$ cat src/ccs_pkg.sv
// Package for the disc pixel counter: widths, step counts, register codes
// and controller state type. No dependencies.
`timescale 1ns / 1ps

package ccs_pkg;

  localparam int unsigned RadiusBits = 32;
  localparam logic [31:0] RadiusMask = 32'((64'd1 << RadiusBits) - 64'd1);

  localparam int unsigned ProdBits    = 64;
  localparam int unsigned MulSteps    = 32;
  localparam int unsigned MulCntBits  = $clog2(MulSteps);
  localparam int unsigned SqrtSteps   = ProdBits / 2;
  localparam int unsigned SqrtCntBits = $clog2(SqrtSteps);
  localparam int unsigned ModBits     = 34;
  localparam int unsigned ModCntBits  = $clog2(ModBits);
  localparam int unsigned AddrBits    = 3;

  typedef enum logic {
    RegRadius  = 1'b0,
    RegModulus = 1'b1
  } ccs_reg_e;

  typedef enum logic [2:0] {
    StIdle,
    StMul,
    StSqrt,
    StModSum,
    StModOut,
    StEmit
  } ccs_state_e;

endpackage

$ cat src/ccs_if.sv
// Valid/ready channel interfaces for column items and pixel count items.
// Depends on nothing.
`timescale 1ns / 1ps

interface ccs_in_if;
  logic        valid;
  logic        ready;
  logic [31:0] column;
  logic        last;

  modport source (output valid, output column, output last, input ready);
  modport sink   (input valid, input column, input last, output ready);
endinterface

interface ccs_out_if;
  logic        valid;
  logic        ready;
  logic [31:0] pixel_count;

  modport source (output valid, output pixel_count, input ready);
  modport sink   (input valid, input pixel_count, output ready);
endinterface

$ cat src/ccs_mul.sv
// Bit-serial shift-add multiplier, one multiplier bit per cycle.
// Depends on ccs_pkg.
`timescale 1ns / 1ps

module ccs_mul (
  input  logic        clk_i,
  input  logic        rst_ni,
  input  logic        start_i,
  input  logic [31:0] a_i,
  input  logic [32:0] b_i,
  output logic        done_o,
  output logic [63:0] prod_o
);

  logic                           busy_q;
  logic                           done_q;
  logic [ccs_pkg::MulCntBits-1:0] cnt_q;
  logic [32:0]                    hi_q, hi_d;
  logic [31:0]                    lo_q, lo_d;
  logic [32:0]                    b_q;
  logic [33:0]                    psum;

  always_comb begin
    psum = {1'b0, hi_q} + (lo_q[0] ? {1'b0, b_q} : 34'd0);
    hi_d = psum[33:1];
    lo_d = {psum[0], lo_q[31:1]};
  end

  always_ff @(posedge clk_i or negedge rst_ni) begin
    if (!rst_ni) begin
      busy_q <= 1'b0;
      done_q <= 1'b0;
      cnt_q  <= '0;
    end else begin
      done_q <= 1'b0;
      if (start_i) begin
        busy_q <= 1'b1;
        cnt_q  <= ccs_pkg::MulCntBits'(ccs_pkg::MulSteps - 1);
      end else if (busy_q) begin
        if (cnt_q == '0) begin
          busy_q <= 1'b0;
          done_q <= 1'b1;
        end else begin
          cnt_q <= cnt_q - 1'b1;
        end
      end
    end
  end

  always_ff @(posedge clk_i) begin
    if (start_i) begin
      hi_q <= '0;
      lo_q <= a_i;
      b_q  <= b_i;
    end else if (busy_q) begin
      hi_q <= hi_d;
      lo_q <= lo_d;
    end
  end

  assign done_o = done_q;
  // product is below 2^64, so the top bit of the high half stays clear
  assign prod_o = {hi_q[31:0], lo_q};

endmodule

$ cat src/ccs_sqrt.sv
// Digit-serial integer square root, two radicand bits per cycle.
// Depends on ccs_pkg.
`timescale 1ns / 1ps

module ccs_sqrt (
  input  logic        clk_i,
  input  logic        rst_ni,
  input  logic        start_i,
  input  logic [63:0] rad_i,
  output logic        done_o,
  output logic [31:0] root_o,
  output logic        exact_o
);

  logic                            busy_q;
  logic                            done_q;
  logic [ccs_pkg::SqrtCntBits-1:0] cnt_q;
  logic [63:0]                     rad_q;
  logic [32:0]                     rem_q, rem_d;
  logic [31:0]                     root_q, root_d;
  logic [34:0]                     rem_sh;
  logic [34:0]                     trial;
  logic [34:0]                     diff;
  logic                            ge;

  always_comb begin
    rem_sh = {rem_q, rad_q[63:62]};
    trial  = {1'b0, root_q, 2'b01};
    diff   = rem_sh - trial;
    ge     = (rem_sh >= trial);
    rem_d  = ge ? diff[32:0] : rem_sh[32:0];
    root_d = {root_q[30:0], ge};
  end

  always_ff @(posedge clk_i or negedge rst_ni) begin
    if (!rst_ni) begin
      busy_q <= 1'b0;
      done_q <= 1'b0;
      cnt_q  <= '0;
    end else begin
      done_q <= 1'b0;
      if (start_i) begin
        busy_q <= 1'b1;
        cnt_q  <= ccs_pkg::SqrtCntBits'(ccs_pkg::SqrtSteps - 1);
      end else if (busy_q) begin
        if (cnt_q == '0) begin
          busy_q <= 1'b0;
          done_q <= 1'b1;
        end else begin
          cnt_q <= cnt_q - 1'b1;
        end
      end
    end
  end

  always_ff @(posedge clk_i) begin
    if (start_i) begin
      rad_q  <= rad_i;
      rem_q  <= '0;
      root_q <= '0;
    end else if (busy_q) begin
      rad_q  <= {rad_q[61:0], 2'b00};
      rem_q  <= rem_d;
      root_q <= root_d;
    end
  end

  assign done_o  = done_q;
  assign root_o  = root_q;
  assign exact_o = (rem_q == '0);

endmodule

$ cat src/ccs_mod.sv
// Bit-serial modulo reduction of a 34-bit value, one bit per cycle.
// A zero modulus leaves the low 32 bits. Depends on ccs_pkg.
`timescale 1ns / 1ps

module ccs_mod (
  input  logic                        clk_i,
  input  logic                        rst_ni,
  input  logic                        start_i,
  input  logic [ccs_pkg::ModBits-1:0] value_i,
  input  logic [31:0]                 modulus_i,
  output logic                        done_o,
  output logic [31:0]                 rem_o
);

  logic                           busy_q;
  logic                           done_q;
  logic [ccs_pkg::ModCntBits-1:0] cnt_q;
  logic [ccs_pkg::ModBits-1:0]    val_q;
  logic [31:0]                    rem_q, rem_d;
  logic [32:0]                    rem_sh;
  logic [32:0]                    diff;

  always_comb begin
    rem_sh = {rem_q, val_q[ccs_pkg::ModBits-1]};
    diff   = rem_sh - {1'b0, modulus_i};
    rem_d  = (rem_sh >= {1'b0, modulus_i}) ? diff[31:0] : rem_sh[31:0];
  end

  always_ff @(posedge clk_i or negedge rst_ni) begin
    if (!rst_ni) begin
      busy_q <= 1'b0;
      done_q <= 1'b0;
      cnt_q  <= '0;
    end else begin
      done_q <= 1'b0;
      if (start_i) begin
        busy_q <= 1'b1;
        cnt_q  <= ccs_pkg::ModCntBits'(ccs_pkg::ModBits - 1);
      end else if (busy_q) begin
        if (cnt_q == '0) begin
          busy_q <= 1'b0;
          done_q <= 1'b1;
        end else begin
          cnt_q <= cnt_q - 1'b1;
        end
      end
    end
  end

  always_ff @(posedge clk_i) begin
    if (start_i) begin
      val_q <= value_i;
      rem_q <= '0;
    end else if (busy_q) begin
      val_q <= {val_q[ccs_pkg::ModBits-2:0], 1'b0};
      rem_q <= rem_d;
    end
  end

  assign done_o = done_q;
  assign rem_o  = rem_q;

endmodule

$ cat src/circle_column_height_sum.sv
// Top level of the disc pixel counter: APB registers, sequencer, running sum
// and output register. Depends on ccs_pkg, ccs_if, ccs_mul, ccs_sqrt, ccs_mod.
`timescale 1ns / 1ps

// Channel   Dir  Payload                    Handshake
// in_i      in   column[31:0], last         valid/ready, taken when both high
// out_o     out  pixel_count[31:0]          valid/ready, taken when both high
// APB       in   paddr[2:0], pwdata[31:0]   write when psel&penable&pwrite
//
// One item at a time: the accept, a multiply, a square root (two radicand
// bits per step) and a modulo pass, joined by handoffs, all finish before
// the next accept. A last item adds a modulo pass for 4*sum, a handoff and
// an output load once the output register is free.
// Reset clears the sum, sets radius and modulus to 1, and empties the output.
// A stalled output holds back only a waiting count; no columns are taken until it loads.

module circle_column_height_sum (
  input  logic                         clk_i,
  input  logic                         rst_ni,
  ccs_in_if.sink                       in_i,
  ccs_out_if.source                    out_o,
  input  logic                         psel,
  input  logic                         penable,
  input  logic                         pwrite,
  input  logic [ccs_pkg::AddrBits-1:0] paddr,
  input  logic [31:0]                  pwdata,
  output logic [31:0]                  prdata,
  output logic                         pready
);

  ccs_pkg::ccs_state_e state_q, state_d;

  logic [31:0] radius_q, modulus_q;
  logic [31:0] sum_q, sum_d;
  logic        last_q;
  logic        out_valid_q;
  logic [31:0] pixel_q;

  logic        in_take;
  logic        cfg_wr;
  logic        out_load;
  logic [31:0] rad_eff;
  logic [32:0] col_diff;
  logic [31:0] mul_a;
  logic [32:0] mul_b;

  logic        mul_done;
  logic [63:0] mul_prod;
  logic        sqrt_start;
  logic        sqrt_done;
  logic [31:0] sqrt_root;
  logic        sqrt_exact;
  logic        mod_start;
  logic        mod_done;
  logic [ccs_pkg::ModBits-1:0] mod_value;
  logic [31:0] mod_rem;
  logic [32:0] sum_plus_h;

  // Configuration port: the register index is the word address bit.
  assign pready = 1'b1;
  assign cfg_wr = psel && penable && pwrite;
  assign prdata = (ccs_pkg::ccs_reg_e'(paddr[2]) == ccs_pkg::RegModulus) ? modulus_q
                                                                        : radius_q;

  always_ff @(posedge clk_i or negedge rst_ni) begin
    if (!rst_ni) begin
      radius_q  <= 32'd1;
      modulus_q <= 32'd1;
    end else if (cfg_wr) begin
      case (ccs_pkg::ccs_reg_e'(paddr[2]))
        ccs_pkg::RegRadius:  radius_q  <= pwdata;
        ccs_pkg::RegModulus: modulus_q <= pwdata;
        default: ;
      endcase
    end
  end

  // Radicand r^2 - x^2 = (r - x)(r + x); a column at or past the radius
  // feeds a zero multiplier so its height comes out zero.
  assign in_i.ready = (state_q == ccs_pkg::StIdle);
  assign in_take    = in_i.valid && in_i.ready;
  assign rad_eff    = radius_q & ccs_pkg::RadiusMask;
  assign col_diff   = {1'b0, rad_eff} - {1'b0, in_i.column};
  assign mul_a      = col_diff[32] ? 32'd0 : col_diff[31:0];
  assign mul_b      = {1'b0, rad_eff} + {1'b0, in_i.column};

  // Ceiling root folds in as a carry: height = floor root + (remainder != 0).
  assign sum_plus_h = {1'b0, sum_q} + {1'b0, sqrt_root} + {32'd0, ~sqrt_exact};

  ccs_mul u_mul (
    .clk_i   (clk_i),
    .rst_ni  (rst_ni),
    .start_i (in_take),
    .a_i     (mul_a),
    .b_i     (mul_b),
    .done_o  (mul_done),
    .prod_o  (mul_prod)
  );

  ccs_sqrt u_sqrt (
    .clk_i   (clk_i),
    .rst_ni  (rst_ni),
    .start_i (sqrt_start),
    .rad_i   (mul_prod),
    .done_o  (sqrt_done),
    .root_o  (sqrt_root),
    .exact_o (sqrt_exact)
  );

  ccs_mod u_mod (
    .clk_i     (clk_i),
    .rst_ni    (rst_ni),
    .start_i   (mod_start),
    .value_i   (mod_value),
    .modulus_i (modulus_q),
    .done_o    (mod_done),
    .rem_o     (mod_rem)
  );

  // Sequencer: hand each unit's result to the next, then reduce 4*sum on
  // a last item and park it until the output register is free.
  always_comb begin
    state_d    = state_q;
    sum_d      = sum_q;
    sqrt_start = 1'b0;
    mod_start  = 1'b0;
    mod_value  = {1'b0, sum_plus_h};
    out_load   = 1'b0;
    case (state_q)
      ccs_pkg::StIdle: begin
        if (in_take) state_d = ccs_pkg::StMul;
      end
      ccs_pkg::StMul: begin
        if (mul_done) begin
          sqrt_start = 1'b1;
          state_d    = ccs_pkg::StSqrt;
        end
      end
      ccs_pkg::StSqrt: begin
        if (sqrt_done) begin
          mod_start = 1'b1;
          state_d   = ccs_pkg::StModSum;
        end
      end
      ccs_pkg::StModSum: begin
        if (mod_done) begin
          sum_d = mod_rem;
          if (last_q) begin
            mod_start = 1'b1;
            mod_value = {mod_rem, 2'b00};
            state_d   = ccs_pkg::StModOut;
          end else begin
            state_d = ccs_pkg::StIdle;
          end
        end
      end
      ccs_pkg::StModOut: begin
        if (mod_done) state_d = ccs_pkg::StEmit;
      end
      ccs_pkg::StEmit: begin
        if (!out_valid_q || out_o.ready) begin
          out_load = 1'b1;
          sum_d    = 32'd0;
          state_d  = ccs_pkg::StIdle;
        end
      end
      default: state_d = ccs_pkg::StIdle;
    endcase
  end

  always_ff @(posedge clk_i or negedge rst_ni) begin
    if (!rst_ni) begin
      state_q     <= ccs_pkg::StIdle;
      sum_q       <= 32'd0;
      out_valid_q <= 1'b0;
    end else begin
      state_q <= state_d;
      sum_q   <= sum_d;
      if (out_load) begin
        out_valid_q <= 1'b1;
      end else if (out_o.ready) begin
        out_valid_q <= 1'b0;
      end
    end
  end

  // Payload registers: hold the last flag of the item in flight and the count.
  always_ff @(posedge clk_i) begin
    if (in_take) last_q <= in_i.last;
    if (out_load) pixel_q <= mod_rem;
  end

  assign out_o.valid       = out_valid_q;
  assign out_o.pixel_count = pixel_q;

endmodule

$ cat src/flat_wrapper.sv
// flat-port wrapper written by rule: the top's interface ports become plain ports
module circle_column_height_sum_flat 
  (clk_i, rst_ni, psel, penable, pwrite, paddr, pwdata, prdata, pready, in_i_valid, in_i_column, in_i_last, in_i_ready, out_o_valid, out_o_pixel_count, out_o_ready);
  ccs_in_if in_i_i ();
  ccs_out_if out_o_i ();
  input  logic clk_i;
  input  logic rst_ni;
  input  logic psel;
  input  logic penable;
  input  logic pwrite;
  input  logic [ccs_pkg::AddrBits-1:0] paddr;
  input  logic [31:0] pwdata;
  output logic [31:0] prdata;
  output logic pready;
  input wire logic [$bits(in_i_i.valid)-1:0] in_i_valid;
  input wire logic [$bits(in_i_i.column)-1:0] in_i_column;
  input wire logic [$bits(in_i_i.last)-1:0] in_i_last;
  output wire logic [$bits(in_i_i.ready)-1:0] in_i_ready;
  output wire logic [$bits(out_o_i.valid)-1:0] out_o_valid;
  output wire logic [$bits(out_o_i.pixel_count)-1:0] out_o_pixel_count;
  input wire logic [$bits(out_o_i.ready)-1:0] out_o_ready;
  assign in_i_i.valid = in_i_valid;
  assign in_i_i.column = in_i_column;
  assign in_i_i.last = in_i_last;
  assign in_i_ready = in_i_i.ready;
  assign out_o_valid = out_o_i.valid;
  assign out_o_pixel_count = out_o_i.pixel_count;
  assign out_o_i.ready = out_o_ready;
  circle_column_height_sum u_core (.clk_i(clk_i), .rst_ni(rst_ni), .in_i(in_i_i), .out_o(out_o_i), .psel(psel), .penable(penable), .pwrite(pwrite), .paddr(paddr), .pwdata(pwdata), .prdata(prdata), .pready(pready));
endmodule
$ cat config.mk
export PLATFORM = sky130hd
export DESIGN_NAME = circle_column_height_sum_flat
export DESIGN_NICKNAME = d
export VERILOG_FILES = /design/src/ccs_pkg.sv /design/src/ccs_if.sv /design/src/ccs_mul.sv /design/src/ccs_sqrt.sv /design/src/ccs_mod.sv /design/src/circle_column_height_sum.sv /design/src/flat_wrapper.sv
export SDC_FILE = /design/constraint.sdc
export NUM_CORES = 1
export LEC_CHECK = 0
export BUFFER_PORTS_ARGS = -buffer_cell sky130_fd_sc_hd__buf_2
export CORE_ASPECT_RATIO = 1.75
export CORE_UTILIZATION = 45
export DETAILED_ROUTE_END_ITERATION = 6
export GPL_ROUTABILITY_DRIVEN = 0
export SKIP_CTS_REPAIR_TIMING = 1
export SLEW_MARGIN = 10
export SYNTH_ARGS = -nofsm -noshare
export SYNTH_HDL_FRONTEND = slang
export SYNTH_SLANG_ARGS = --single-unit
$ cat constraint.sdc
create_clock -name clk_i -period 5.3 [get_ports clk_i]
set_input_delay 0 -clock clk_i [delete_from_list [all_inputs] [get_ports clk_i]]
set_output_delay 0 -clock clk_i [all_outputs]
set_load 0.005 [all_outputs]
==> run_results.csv <==
group,metric,value,unit
cells_and_area,area_growth_syn_to_layout,11.0,%
synthesis,synth_warnings,0,
drt,drt-initial-drc-count,1423,
die,ios,142,
cells_and_area,drive_above_1_share,0.113,
setup_path,startpoint_type,"flop",
global_route,grt_max_degree,74,
drt,ant_nets,0,
synthesis,syn_area,28300,um^2
timing,relSlewSlack,0.247,
setup_path,crit_type,"flop to flop",
synthesis,yosysUniqueCellTypes,88,
drt,vias,23000,
clocking,h-tree-depth,2,
timing,finalCritPeriodShare,0.853,
place,place_ws,740,ps
setup_path,crit_path_max_fanout,5,
power_and_ir_drop,power_leakage,13.4,nW
place,placed_cell_area,29600,um^2
die,die_y,334,um
cells_and_area,mostFrequentLayoutCells,"nand2_1 (395), a21oi_1 (243), nor2_1 (206)",
timing,slew_violations,0,
die,dieWidth,192,um
timing,tightest_slew,1130,ps
synthesis,synth_edf_count,196,
timing,setup_slack,777,ps
timing,tns,0,ps
drt,drc_errors,0,
worst_hold_path,hp-class,"input port to flop",
timing,setup_viol,0,
synthesis,synth-seq-cells,448,
run_status,outcome,"finished with violations",
setup_path,cp-end-kind,"flop",
cells_and_area,mostFrequentLayoutCell,"nand2_1",
clocking,cts_inserted_buffers,45,
setup_path,crit_required,5620,ps
clocking,cts_tree,"built",
power_and_ir_drop,vdd_ir_drop_max,0.269,mV
global_route,grt_pass1_wl,124000,um
synthesis,ys_seq_area_frac,0.408,
drt,wl_per_cell,19.8,um
clocking,root_buffer,"clkbuf_16",
place,io_buffers,138,
synthesis,syn_area_per_cell,9.22,um^2
global_route,grt.total_usage,0.246,
timing,hold_violations,2,
cells_and_area,final_area,31400,um^2
clocking,clk-insertion-delay-late,590,ps
run_status,failed_checks,"hold timing",
drt,wirelength,79400,um
die,start_util,0.455,
timing,max_freq,221,MHz
timing,whs,-6.71,ps
die,rows,121,
job,max_cap_violations,0,
clocking,cts.path.max_buffers,3,
die,dieArea,63900,um^2
timing,fin_crit,4520,ps
place,hpwl,59100,um
clocking,cts_sinks,448,
cells_and_area,fillerInstances,5746,
drt,viasPerCell,5.75,
power_and_ir_drop,p_per_area,471,nW/um^2
setup_path,cp_data_arrival_time,4840,ps
synthesis,async_reset_ff_frac,0.272,
cells_and_area,final_nets,3440,
global_route,overflow,0,
synthesis,synth_flop_cell,"edfxtp_1",
synthesis,synth_fp_nets,3348,
timing,fin_skew,27.6,ps
clocking,clkSlewWorstSetupHoldPaths,70,ps
global_route,grt_antenna_before_repair,10,
synthesis,netlist_instances,3067,
global_route,grt_pass1_vias,22700,
timing,rsz0062_at_grt,"no",
die,core,62200,um^2
drt,dr.pass1.iters,5,
-- synthesized netlist by cell type, drive strengths merged, types with 33 or more instances --
library cell	n	area share
xnor2	133	0.041
mux2i	103	0.036
edfxtp	196	0.21
clkbuf	118	0.016
a31oi	42	0.010
a21oi	244	0.043
inv	184	0.024
nor2	209	0.028
dfxtp	130	0.092
xor2	44	0.014
o21bai	33	0.0088
o21ai	196	0.035
ha	200	0.088
buf	37	0.0074
a211oi	43	0.012
mux2	95	0.038
dfrtp	120	0.11
and2	47	0.010
a21o	67	0.018
nand3	37	0.0065
nand2	397	0.053
-- flip-flops by register name, summed over array words and instances (netlist names), 3 cells and up --
signal                    cells
u_core.u_mul.b_q             33
u_core.u_mul.hi_q            33
u_core.modulus_q             32
u_core.rad_eff               32
u_core.u_mul.cnt_q            5
u_core.u_mul.lo_q            32
u_core.u_mod.rem_o           32
u_core.u_sqrt.root_o         32
u_core.state_q                3
u_core.sum_q                 32
u_core.u_sqrt.rem_q          33
u_core.u_sqrt.cnt_q           5
u_core.u_mod.cnt_q            6
u_core.out_o.pixel_count     32
u_core.u_mod.val_q           34
u_core.u_sqrt.rad_q          64
-- cell type report --
class,instances,area (um^2),share of cell area
Tap cell,799,1000,0.0318
Clock buffer,63,1260,0.0403
Sequential cell,448,11500,0.368
Multi-Input combinational cell,2280,15500,0.492
Clock inverter,21,188,0.00597
Timing Repair Buffer,200,1250,0.0400
Antenna cell,6,15.0,0.000478
Inverter,184,691,0.0220
-- final timing paths --
path,slack [ps],from,cells past startpoint,endpoint
worst max register to register,780,u_core.u_sqrt.rem_q[27]$_SDFFE_PP0P_,17,u_core.u_mod.val_q[32]$_DFFE_PP_
worst max-delay path,780,u_core.u_sqrt.rem_q[27]$_SDFFE_PP0P_,17,u_core.u_mod.val_q[32]$_DFFE_PP_
min in group asynchronous,0,rst_ni,2,u_core.sum_q[21]$_DFFE_PN0P_
max in group asynchronous,4000,rst_ni,3,u_core.rad_eff[7]$_DFFE_PN0P_
worst min register to register,490,u_core.sum_q[14]$_DFFE_PN0P_,2,u_core.sum_q[14]$_DFFE_PN0P_
worst min-delay path,-7,in_i_column[30],3,u_core.u_mul.b_q[32]$_DFFE_PP_
-- power breakdown --
group,switching [mW],internal [mW],leakage (nW)
logic,3.62,2.76,8.27
registers,0.683,4.52,4.45
clock network,1.42,1.78,0.696
-- cell families (layout without fill, tap and decap cells) --
kind of cell             count (synthesis)  after routing  synth area share
AO/OA/AOI/OAI                          785            785             0.174
XOR/XNOR                               177            177            0.0548
adder cells (fa/ha/maj)                206            206            0.0927
buffers and inverters                  339            468            0.0475
flip-flops                             448            448             0.408
multiplexers                           199            199            0.0750
other                                    1              7          0.000133
AND/OR/NAND/NOR                        912            912             0.148
-- metrics by stage --
stage,utilization,cells,total power [mW],hold slack (ps)
global route,0.505,3999,15.8,2.05
floorplan,-,3067,9.97,-296
finish,0.505,4001,14.8,-6.71
global placement,0.475,3874,11.4,86.0
CTS,0.499,3958,14.8,-534
detailed placement,0.475,3874,11.6,94.2
-- worst max-delay path, cell delays in order, from the launching register on --
cell	delay, ps
dfxtp_1	340
nor4_1	440
nand4_1	190
nor4_1	290
nand2_1	140
fa_1	410
inv_1	90
fa_1	200
nor2b_1	70
o31a_1	270
o221ai_1	290
a31oi_1	260
a22oi_1	440
o211ai_1	170
a31oi_1	300
nor2b_1	100
nor4_1	190
a211oi_1	80
-- layer usage --
| layer | track usage | vias up | wire, um |
|---|---|---|---|
| met5 | 0 | - | 58 |
| met2 | 0.422 | 588 | 38800 |
| met4 | 0.142 | 8 | 4800 |
| met1 | 0.296 | 11100 | 32400 |
| met3 | 0.0266 | 182 | 3270 |
| li1 | - | 11100 | - |
Note: power is estimated with default switching activity, not from simulation.
